$ cat src/rtl/fim_pkg.sv
`timescale 1ns / 1ps
// ----------------------------------------------------------------------------
// fim_pkg
// Shared types, constants and coding functions of the FEC interleave mapper.
// ----------------------------------------------------------------------------
package fim_pkg;

   localparam int MAX_ROWS   = 12;
   localparam int ROW_CNT_W  = 4;   // holds 0..MAX_ROWS
   localparam int ROW_W      = 8;
   localparam int NIBBLE_W   = 4;
   localparam int SYMBOL_W   = 12;
   localparam int WORD_IDX_W = 3;   // word index 0..7
   localparam int WORD_CNT_W = 4;   // word count 5..8

   localparam int SF_W   = 4;
   localparam int CR_W   = 3;
   localparam int CSR_ADDR_W = 2;

   localparam logic [SF_W-1:0] SF_MIN   = 4'd7;
   localparam logic [SF_W-1:0] SF_MAX   = 4'd12;
   localparam logic [SF_W-1:0] SF_RESET = 4'd7;
   localparam logic [CR_W-1:0] CR_MIN   = 3'd1;
   localparam logic [CR_W-1:0] CR_MAX   = 3'd4;
   localparam logic [CR_W-1:0] CR_RESET = 3'd1;
   localparam logic [CR_W-1:0] CR_PARITY = 3'd1;
   localparam logic [CR_W-1:0] CR_SIX    = 3'd2;
   localparam logic [CR_W-1:0] CR_SEVEN  = 3'd3;
   localparam logic [CR_W-1:0] CR_HEADER = 3'd4;

   localparam logic [ROW_W-1:0] MASK_SIX    = 8'h3F;
   localparam logic [ROW_W-1:0] MASK_SEVEN  = 8'h7F;
   localparam logic [ROW_W-1:0] MASK_NIBBLE = 8'h0F;

   localparam logic [WORD_CNT_W-1:0] HEADER_WORDS = 4'd8;
   localparam logic [WORD_CNT_W-1:0] BASE_WORDS   = 4'd4;

   localparam logic [CSR_ADDR_W-1:0] CSR_SF  = 2'd0;
   localparam logic [CSR_ADDR_W-1:0] CSR_CR  = 2'd1;
   localparam logic [CSR_ADDR_W-1:0] CSR_LDR = 2'd2;

   // Commands from the controller to the datapath.
   typedef struct packed {
      logic                  write_row;
      logic                  emit;
      logic                  last;
      logic [WORD_IDX_W-1:0] word;
   } cmd_type;

   // Status from the datapath to the controller.
   typedef struct packed {
      logic                  block_full;
      logic [WORD_CNT_W-1:0] num_words;
   } status_type;

   function automatic logic [SF_W-1:0] eff_sf(input logic [SF_W-1:0] sf);
      logic [SF_W-1:0] r;
      r = sf;
      if (sf < SF_MIN) r = SF_MIN;
      if (sf > SF_MAX) r = SF_MAX;
      return r;
   endfunction

   function automatic logic [CR_W-1:0] eff_cr(input logic [CR_W-1:0] cr);
      logic [CR_W-1:0] r;
      r = cr;
      if (cr < CR_MIN) r = CR_MIN;
      if (cr > CR_MAX) r = CR_MAX;
      return r;
   endfunction

   // Rows of a block; never more than MAX_ROWS since the spreading factor is
   // saturated at twelve.
   function automatic logic [ROW_CNT_W-1:0] block_rows(input logic hdr, input logic ldr,
                                                      input logic [SF_W-1:0] sf_eff);
      logic [ROW_CNT_W-1:0] r;
      r = (hdr || ldr) ? ROW_CNT_W'(sf_eff - 4'd2) : ROW_CNT_W'(sf_eff);
      return r;
   endfunction

   function automatic logic [ROW_W-1:0] code_row(input logic [NIBBLE_W-1:0] nib,
                                                 input logic [CR_W-1:0] rate);
      logic a, b, c, d;
      logic [ROW_W-1:0] w;
      a = nib[0];
      b = nib[1];
      c = nib[2];
      d = nib[3];
      w = {a ^ c ^ d, a ^ b ^ d, b ^ c ^ d, a ^ b ^ c, nib};
      unique case (rate)
         CR_PARITY: w = (w & MASK_NIBBLE) | {3'b000, a ^ b ^ c ^ d, 4'b0000};
         CR_SIX:    w = w & MASK_SIX;
         CR_SEVEN:  w = w & MASK_SEVEN;
         default:   w = w;
      endcase
      return w;
   endfunction

   function automatic logic [SYMBOL_W-1:0] gray_to_bin(input logic [SYMBOL_W-1:0] g);
      logic [SYMBOL_W-1:0] r;
      r = g;
      r = r ^ (r >> 1);
      r = r ^ (r >> 2);
      r = r ^ (r >> 4);
      r = r ^ (r >> 8);
      return r;
   endfunction

endpackage

$ cat src/rtl/fim_ctrl.sv
`timescale 1ns / 1ps
// ----------------------------------------------------------------------------
// fim_ctrl
// Controller: fills a block row by row, then steps out its symbols.
// ----------------------------------------------------------------------------
module fim_ctrl (
   input  logic                 clock,
   input  logic                 reset,
   input  logic                 req_tvalid,
   output logic                 req_tready,
   output logic                 rsp_tvalid,
   input  logic                 rsp_tready,
   input  fim_pkg::status_type  status,
   output fim_pkg::cmd_type     cmd
);

   typedef enum logic {
      ST_FILL,
      ST_EMIT
   } state_type;

   state_type                           state_ff, state_in;
   logic                                valid_ff, valid_in;
   logic [fim_pkg::WORD_IDX_W-1:0]      word_ff, word_in;
   logic                                load;
   logic                                last_word;

   assign req_tready = (state_ff == ST_FILL);
   assign rsp_tvalid = valid_ff;

   // The output register can take a new symbol when it is empty or its
   // transaction completes in this cycle.
   assign load      = (state_ff == ST_EMIT) && (!valid_ff || rsp_tready);
   assign last_word = ({1'b0, word_ff} == (status.num_words - 4'd1));

   always_comb begin
      cmd.write_row = req_tvalid && req_tready;
      cmd.emit      = load;
      cmd.last      = last_word;
      cmd.word      = word_ff;
   end

   always_comb begin
      state_in = state_ff;
      word_in  = word_ff;
      valid_in = valid_ff;
      if (valid_ff && rsp_tready) begin
         valid_in = 1'b0;
      end
      unique case (state_ff)
         ST_FILL: begin
            if (cmd.write_row && status.block_full) begin
               state_in = ST_EMIT;
               word_in  = '0;
            end
         end
         ST_EMIT: begin
            if (load) begin
               valid_in = 1'b1;
               word_in  = word_ff + 3'd1;
               if (last_word) begin
                  state_in = ST_FILL;
               end
            end
         end
         default: state_in = ST_FILL;
      endcase
   end

   always_ff @(posedge clock) begin
      if (reset) begin
         state_ff <= ST_FILL;
         valid_ff <= 1'b0;
         word_ff  <= '0;
      end else begin
         state_ff <= state_in;
         valid_ff <= valid_in;
         word_ff  <= word_in;
      end
   end

endmodule

$ cat src/rtl/fim_datapath.sv
`timescale 1ns / 1ps
// ----------------------------------------------------------------------------
// fim_datapath
// Datapath: control registers, row store, diagonal read-out and mapping.
// ----------------------------------------------------------------------------
module fim_datapath (
   input  logic                              clock,
   input  logic                              reset,
   input  logic                              csr_valid,
   input  logic [fim_pkg::CSR_ADDR_W-1:0]    csr_addr,
   input  logic [3:0]                        csr_wdata,
   input  logic [fim_pkg::NIBBLE_W-1:0]      nibble,
   input  logic                              header_block,
   input  fim_pkg::cmd_type                  cmd,
   output fim_pkg::status_type               status,
   output logic [fim_pkg::SYMBOL_W-1:0]      symbol,
   output logic                              last
);

   logic [fim_pkg::SF_W-1:0]       sf_ff;
   logic [fim_pkg::CR_W-1:0]       cr_ff;
   logic                           ldr_ff;

   logic [fim_pkg::ROW_W-1:0]      store_ff [fim_pkg::MAX_ROWS];
   logic [fim_pkg::ROW_CNT_W-1:0]  count_ff, count_in;
   logic                           hdr_ff, hdr_in;

   logic [fim_pkg::SF_W-1:0]       sf_eff;
   logic [fim_pkg::CR_W-1:0]       cr_eff;
   logic [fim_pkg::ROW_CNT_W-1:0]  rows_fill, rows_emit;
   logic [fim_pkg::ROW_CNT_W-1:0]  count_next;
   logic [fim_pkg::CR_W-1:0]       row_rate;
   logic [fim_pkg::ROW_W-1:0]      row_code;
   logic                           row_fits;

   logic [fim_pkg::SYMBOL_W-1:0]   column;
   logic [fim_pkg::SYMBOL_W-1:0]   binary;
   logic [fim_pkg::SYMBOL_W-1:0]   shifted;
   logic [fim_pkg::SYMBOL_W-1:0]   sym_mask;
   logic [fim_pkg::SYMBOL_W-1:0]   symbol_in;
   logic [fim_pkg::SYMBOL_W-1:0]   symbol_ff;
   logic                           last_ff;

   assign sf_eff = fim_pkg::eff_sf(sf_ff);
   assign cr_eff = fim_pkg::eff_cr(cr_ff);

   // The block kind is taken from the first nibble of each block.
   assign hdr_in     = (count_ff == '0) ? header_block : hdr_ff;
   assign rows_fill  = fim_pkg::block_rows(hdr_in, ldr_ff, sf_eff);
   assign rows_emit  = fim_pkg::block_rows(hdr_ff, ldr_ff, sf_eff);
   assign row_fits   = (count_ff < 4'(fim_pkg::MAX_ROWS));
   assign count_next = row_fits ? count_ff + 4'd1 : count_ff;
   assign row_rate   = hdr_in ? fim_pkg::CR_HEADER : cr_eff;
   assign row_code   = fim_pkg::code_row(nibble, row_rate);

   assign status.block_full = (count_next >= rows_fill);
   assign status.num_words  = hdr_ff ? fim_pkg::HEADER_WORDS
                                     : fim_pkg::BASE_WORDS + {1'b0, cr_eff};

   always_comb begin
      count_in = count_ff;
      if (cmd.write_row) begin
         count_in = status.block_full ? '0 : count_next;
      end
   end

   // Rows are rotated by one after each word, so word k always reads bit k
   // of rows 0..rows-1 in place.
   always_comb begin
      for (int m = 0; m < fim_pkg::SYMBOL_W; m++) begin
         column[m] = 1'b0;
         if (m < fim_pkg::MAX_ROWS) begin
            column[m] = (4'(m) < rows_emit) ? store_ff[m][cmd.word] : 1'b0;
         end
      end
   end

   always_comb begin
      for (int i = 0; i < fim_pkg::SYMBOL_W; i++) begin
         sym_mask[i] = (4'(i) < sf_eff);
      end
   end

   assign binary    = fim_pkg::gray_to_bin(column);
   assign shifted   = (hdr_ff || ldr_ff) ? {binary[fim_pkg::SYMBOL_W-3:0], 2'b00} : binary;
   assign symbol_in = (shifted + 12'd1) & sym_mask;

   always_ff @(posedge clock) begin
      if (reset) begin
         sf_ff    <= fim_pkg::SF_RESET;
         cr_ff    <= fim_pkg::CR_RESET;
         ldr_ff   <= 1'b0;
         count_ff <= '0;
         hdr_ff   <= 1'b0;
      end else begin
         if (csr_valid) begin
            unique case (csr_addr)
               fim_pkg::CSR_SF:  sf_ff  <= csr_wdata;
               fim_pkg::CSR_CR:  cr_ff  <= csr_wdata[fim_pkg::CR_W-1:0];
               fim_pkg::CSR_LDR: ldr_ff <= csr_wdata[0];
               default: ;
            endcase
         end
         count_ff <= count_in;
         if (cmd.write_row) begin
            hdr_ff <= hdr_in;
         end
      end
   end

   always_ff @(posedge clock) begin
      if (cmd.write_row && row_fits) begin
         store_ff[count_ff] <= row_code;
      end else if (cmd.emit) begin
         for (int i = 0; i < fim_pkg::MAX_ROWS; i++) begin
            store_ff[i] <= (4'(i) == rows_emit - 4'd1) ? store_ff[0]
                                                      : store_ff[(i + 1) % fim_pkg::MAX_ROWS];
         end
      end
      if (cmd.emit) begin
         symbol_ff <= symbol_in;
         last_ff   <= cmd.last;
      end
   end

   assign symbol = symbol_ff;
   assign last   = last_ff;

endmodule

$ cat src/rtl/css_block_fec_interleave_mapper.sv
`timescale 1ns / 1ps
// ----------------------------------------------------------------------------
// css_block_fec_interleave_mapper
// Hamming coder, diagonal block interleaver and chirp symbol mapper.
// ----------------------------------------------------------------------------
// Nibbles are taken only while no block is emitting; a block of R rows (R = sf or
// sf-2) then emits W symbols (W = cr+4, or 8 for a header) from the output
// register, one per cycle while the receiver does not stall. The controller
// enters its emit state once the last nibble is taken, then loads the first symbol;
// a new block's first nibble is taken while the previous last symbol still waits.
// Synchronous reset clears the control state and restores sf 7, cr 1, ldr 0.
module css_block_fec_interleave_mapper (
   input  logic        clock,
   input  logic        reset,
   input  logic        req_tvalid,
   output logic        req_tready,
   input  logic [7:0]  req_tdata,   // [3:0] nibble, [7:4] zero
   input  logic [0:0]  req_tuser,   // [0] header_block
   output logic        rsp_tvalid,
   input  logic        rsp_tready,
   output logic [15:0] rsp_tdata,   // [11:0] symbol, [15:12] zero
   output logic        rsp_tlast,
   input  logic        csr_valid,
   output logic        csr_ready,
   input  logic [1:0]  csr_addr,
   input  logic [3:0]  csr_wdata
);

   fim_pkg::cmd_type                 cmd;
   fim_pkg::status_type              status;
   logic [fim_pkg::SYMBOL_W-1:0]     symbol;
   logic                             last;

   assign csr_ready = 1'b1;

   fim_ctrl u_ctrl (
      .clock      (clock),
      .reset      (reset),
      .req_tvalid (req_tvalid),
      .req_tready (req_tready),
      .rsp_tvalid (rsp_tvalid),
      .rsp_tready (rsp_tready),
      .status     (status),
      .cmd        (cmd)
   );

   fim_datapath u_datapath (
      .clock        (clock),
      .reset        (reset),
      .csr_valid    (csr_valid),
      .csr_addr     (csr_addr),
      .csr_wdata    (csr_wdata),
      .nibble       (req_tdata[fim_pkg::NIBBLE_W-1:0]),
      .header_block (req_tuser[0]),
      .cmd          (cmd),
      .status       (status),
      .symbol       (symbol),
      .last         (last)
   );

   assign rsp_tdata = {4'b0000, symbol};
   assign rsp_tlast = last;

endmodule

$ cat config.mk
export PLATFORM = sky130hd
export DESIGN_NAME = css_block_fec_interleave_mapper
export DESIGN_NICKNAME = d
export VERILOG_FILES = /design/src/rtl/fim_pkg.sv /design/src/rtl/fim_ctrl.sv /design/src/rtl/fim_datapath.sv /design/src/rtl/css_block_fec_interleave_mapper.sv
export SDC_FILE = /design/constraint.sdc
export NUM_CORES = 1
export LEC_CHECK = 0
export BUFFER_PORTS_ARGS = -buffer_cell sky130_fd_sc_hd__buf_2
export CAP_MARGIN = 20
export CORE_MARGIN = 3
export CORE_UTILIZATION = 24
export CTS_CLUSTER_DIAMETER = 200
export DETAILED_ROUTE_END_ITERATION = 12
export PLACE_DENSITY_LB_ADDON = 0.3
export SETUP_SLACK_MARGIN = 0.05
export SYNTH_ARGS = -nofsm -noshare
export SYNTH_HDL_FRONTEND = slang
export SYNTH_SLANG_ARGS = --single-unit
$ cat constraint.sdc
create_clock -name clock -period 4.8 [get_ports clock]
set_input_delay 0.24 -clock clock [delete_from_list [all_inputs] [get_ports clock]]
set_output_delay 0.24 -clock clock [all_outputs]
set_load 0.02 [all_outputs]
==> results.toml <==
[yosys]
ys_ff_latch = 127
synthArstFlopShare = 0
synth-edff-count = 109
synthFlopType = "edfxtp_1"
synth.area.top_cells = "edfxtp_1 41%, mux2i_1 15%, dfxtp_1 4.5%"
ys_seq_area_frac = 0.452
synth_top_area_share = 0.407
netlist_area_um2 = 8040
syn_inst = 769
synth.avg_cell_area_um2 = 10.5
yosys.area.top_type = "edfxtp_1"
synth_cell_type_count = 69
ys_warn_count = 0

[layout]
layout-drive-gt1-share = 0.161
area_growth_pct = 16.3
stdcell_count = 1249
diodes = 0
nets = 826
fillers = 3469
fin_util = 0.285

[sta]
finalSetupViolations = 0
fmax_mhz = 224
tightestPinTransition_ns = 1.16
hold_viol = 0
fin_worst_skew_ns = 0.00976
final.period_utilization = 0.928
min_period_ns = 4.46
timing.setup.tns_ns = 0
max-slew-margin-rel = 0.223
slew_viol_final = 0
rsz0062_at_grt = "false"

[grt]
grt_pass1_vias = 5914
grt_usage = 0.133
grt-ovfl-total = 0
grt_pass1_wl_um = 36300
grt_start_max_net_pins = 61
antenna_found_initial = 0

[cts]
cts_hold_buf = 0
clkTransAtPathRegs_ns = 0.06
cts_tree = "built"
root_buffer = "clkbuf_16"
cts_buffers = 17
cts.sink_count = 127
clk_path_buf_depth = 2
clk_latency_ns = 0.43
cts_max_level = 4

[floorplanning]
boundaryPins = 40
start_util = 0.245
die_w_um = 189
dieHeight_um = 189
num_rows = 66
dieArea_um2 = 35700
core-area_um2 = 32800

[power_and_ir_drop]
leakage_uw = 0.00346
ir_worst_vdd_uv = 168
powerDensity_nw_per_um2 = 349

[worst_setup_path]
critPathMaxFanout = 11
critical-path-slowest-cell = "nor2b_1"
cp_num_buf_inv = 2
cp.arrival_ns = 4.64
critical_path.cell_chain = "nor2b_1, a22oi_1, nand3_4, xnor2_2, xor3_2, xnor2_4, xnor2_4, xnor2_1, nand2_1, inv_1, ha_2, inv_1, nor4b_2, mux2_2"
worstSetupStartpointType = "flop"
crit_family = "XOR/XNOR gates"
crit_type = "flop to flop"
critPathRequiredTime_ns = 4.98
slowest_delay_ns = 0.76
end_kind = "flop"

[route]
drt_iter0_markers = 437
via_per_inst = 4.77
antenna_left = 0
via_count = 5957
drc_errors = 0
first_pass_iters = 5
avgRoutedWirePerCell_um = 18.9
routed_wl_um = 23600

[placement]
placed_cells = 1214
gp_congestion = 0.815
numPortBuffers = 30
hpwl_um = 16300

[min_path]
worstHoldPathType = "input port to flop"

[outcome]
outcome = "finished clean"

[flow_run]
cap_violations = 0
-- metrics by stage --
stage / setup slack (ns) / cell area [um2] / total power [uW] / hold slack (ns)
2_1_floorplan: 0.0615 / 8070 / 1840 / 0.334
3_3_place_gp: 0.203 / 8730 / 2030 / 0.479
3_5_place_dp: 0.178 / 8730 / 2030 / 0.486
4_1_cts: 0.162 / 9270 / 3260 / 0.0398
5_1_grt: 0.0572 / 9350 / 3410 / 0.0429
6_report: 0.344 / 9350 / 3260 / 0.0531
-- cell usage after synthesis, drive strengths merged (5+ instances only) --
| master | number |
|---|---|
| nor3 | 6 |
| a21oi | 56 |
| o211ai | 6 |
| inv | 13 |
| nand2 | 94 |
| dfxtp | 18 |
| xor2 | 14 |
| o21ai | 54 |
| nor2b | 11 |
| a22oi | 16 |
| nand2b | 6 |
| buf | 24 |
| and2 | 6 |
| mux2i | 124 |
| ha | 12 |
| clkbuf | 38 |
| mux4 | 8 |
| a211o | 6 |
| nand3 | 17 |
| xnor2 | 32 |
| nor2 | 40 |
| edfxtp | 109 |
| nor4 | 5 |
-- power by group --
group	switching (uW)	internal, uW	total (uW)
registers	66.1	1290	1360
logic	407	268	675
clock network	524	707	1230
total	997	2270	3260
-- final timing paths --
kind / startpoint / endpoint / slack, ns / cells past startpoint
worst min register to register: u_ctrl.state_ff / u_ctrl.word_ff[1] / 0.51 / 2
worst max register to register: u_ctrl.word_ff[0] / u_datapath.symbol[8] / 0.34 / 14
worst min-delay path: csr_wdata[3] / u_datapath.sf_ff[3] / 0.05 / 3
worst max-delay path: u_ctrl.word_ff[0] / u_datapath.symbol[8] / 0.34 / 14
-- what timing repair did --
item | in CTS | in global routing
hold endpoints to repair | 0 | 0
buffers inserted | 0 | 2
resized for setup | 0 | 9
setup endpoints to repair | 0 | 2
-- cells by family (layout without fill, tap and decap cells) --
group           Yosys count  count (layout)  share of synthesized area
xor+xnor                 47              47                     0.0574
flops                   127             127                      0.452
mux                     134             134                      0.180
simple gates            210             210                      0.127
buf+inv                  75             110                     0.0429
fa+ha+maj                12              12                     0.0187
compound gates          162             162                      0.121
other cells               2               5                   0.000934
-- flip-flops by register name (all words and copies together), names as in the netlist, 3 cells and up --
name / cells
u_datapath.symbol: 12
u_datapath.sf_ff: 4
u_datapath.cr_ff: 3
u_datapath.count_ff: 4
u_ctrl.word_ff: 3
u_datapath.store_ff: 96
-- worst reg2reg max path: cells and delay by family (launching register included) --
family / cells / cell delay, ns
muxes: 1 / 0.36
xor gates and xnor gates: 5 / 1.35
adders and majority gates: 1 / 0.19
AOI/OAI and AO/OA: 1 / 0.31
buffers and inverters: 2 / 0.18
DFF: 1 / 0.48
and+or+nand+nor: 4 / 1.34
-- area by class of cell --
| class | instances | area (um2) | area share |
|---|---|---|---|
| well taps | 442 | 553 | 0.0591 |
| multi-input cells | 570 | 4150 | 0.443 |
| flip-flops and latches | 127 | 3640 | 0.389 |
| clock inverters | 15 | 120 | 0.0128 |
| repair buffers | 65 | 425 | 0.0455 |
| inverters | 13 | 48.8 | 0.00522 |
| clock buffers | 17 | 425 | 0.0455 |
-- layer usage --
metal  up-vias  part of all wire  GRT usage  wire length (um)
met5         -                 0          0                 0
met4         0             0.021     0.0470               486
met3        29             0.049     0.0272              1160
met2       170              0.44      0.197             10400
met1      2897              0.49      0.192             11600
li1       2861                 -          -                 -
-- cells in the final DEF, fill, tap and decap left out, drive strengths merged, types with 4 or more instances in the layout --
cell and instances:
nand3 17, a21oi 56, nor2 40, inv 15, nand2 94, dfxtp 18, a32oi 4, clkbuf 17
ha 12, o211ai 6, nor3 6, nor4 5, nand4 4, nand2b 6, and2 6, a22oi 16
mux4 8, edfxtp 109, clkinv 10, mux2i 124, nor2b 11, a211o 6, xnor2 32, xor2 14
buf 65, conb 5, o21ai 54
Note: power is estimated with default switching activity, not from simulation.
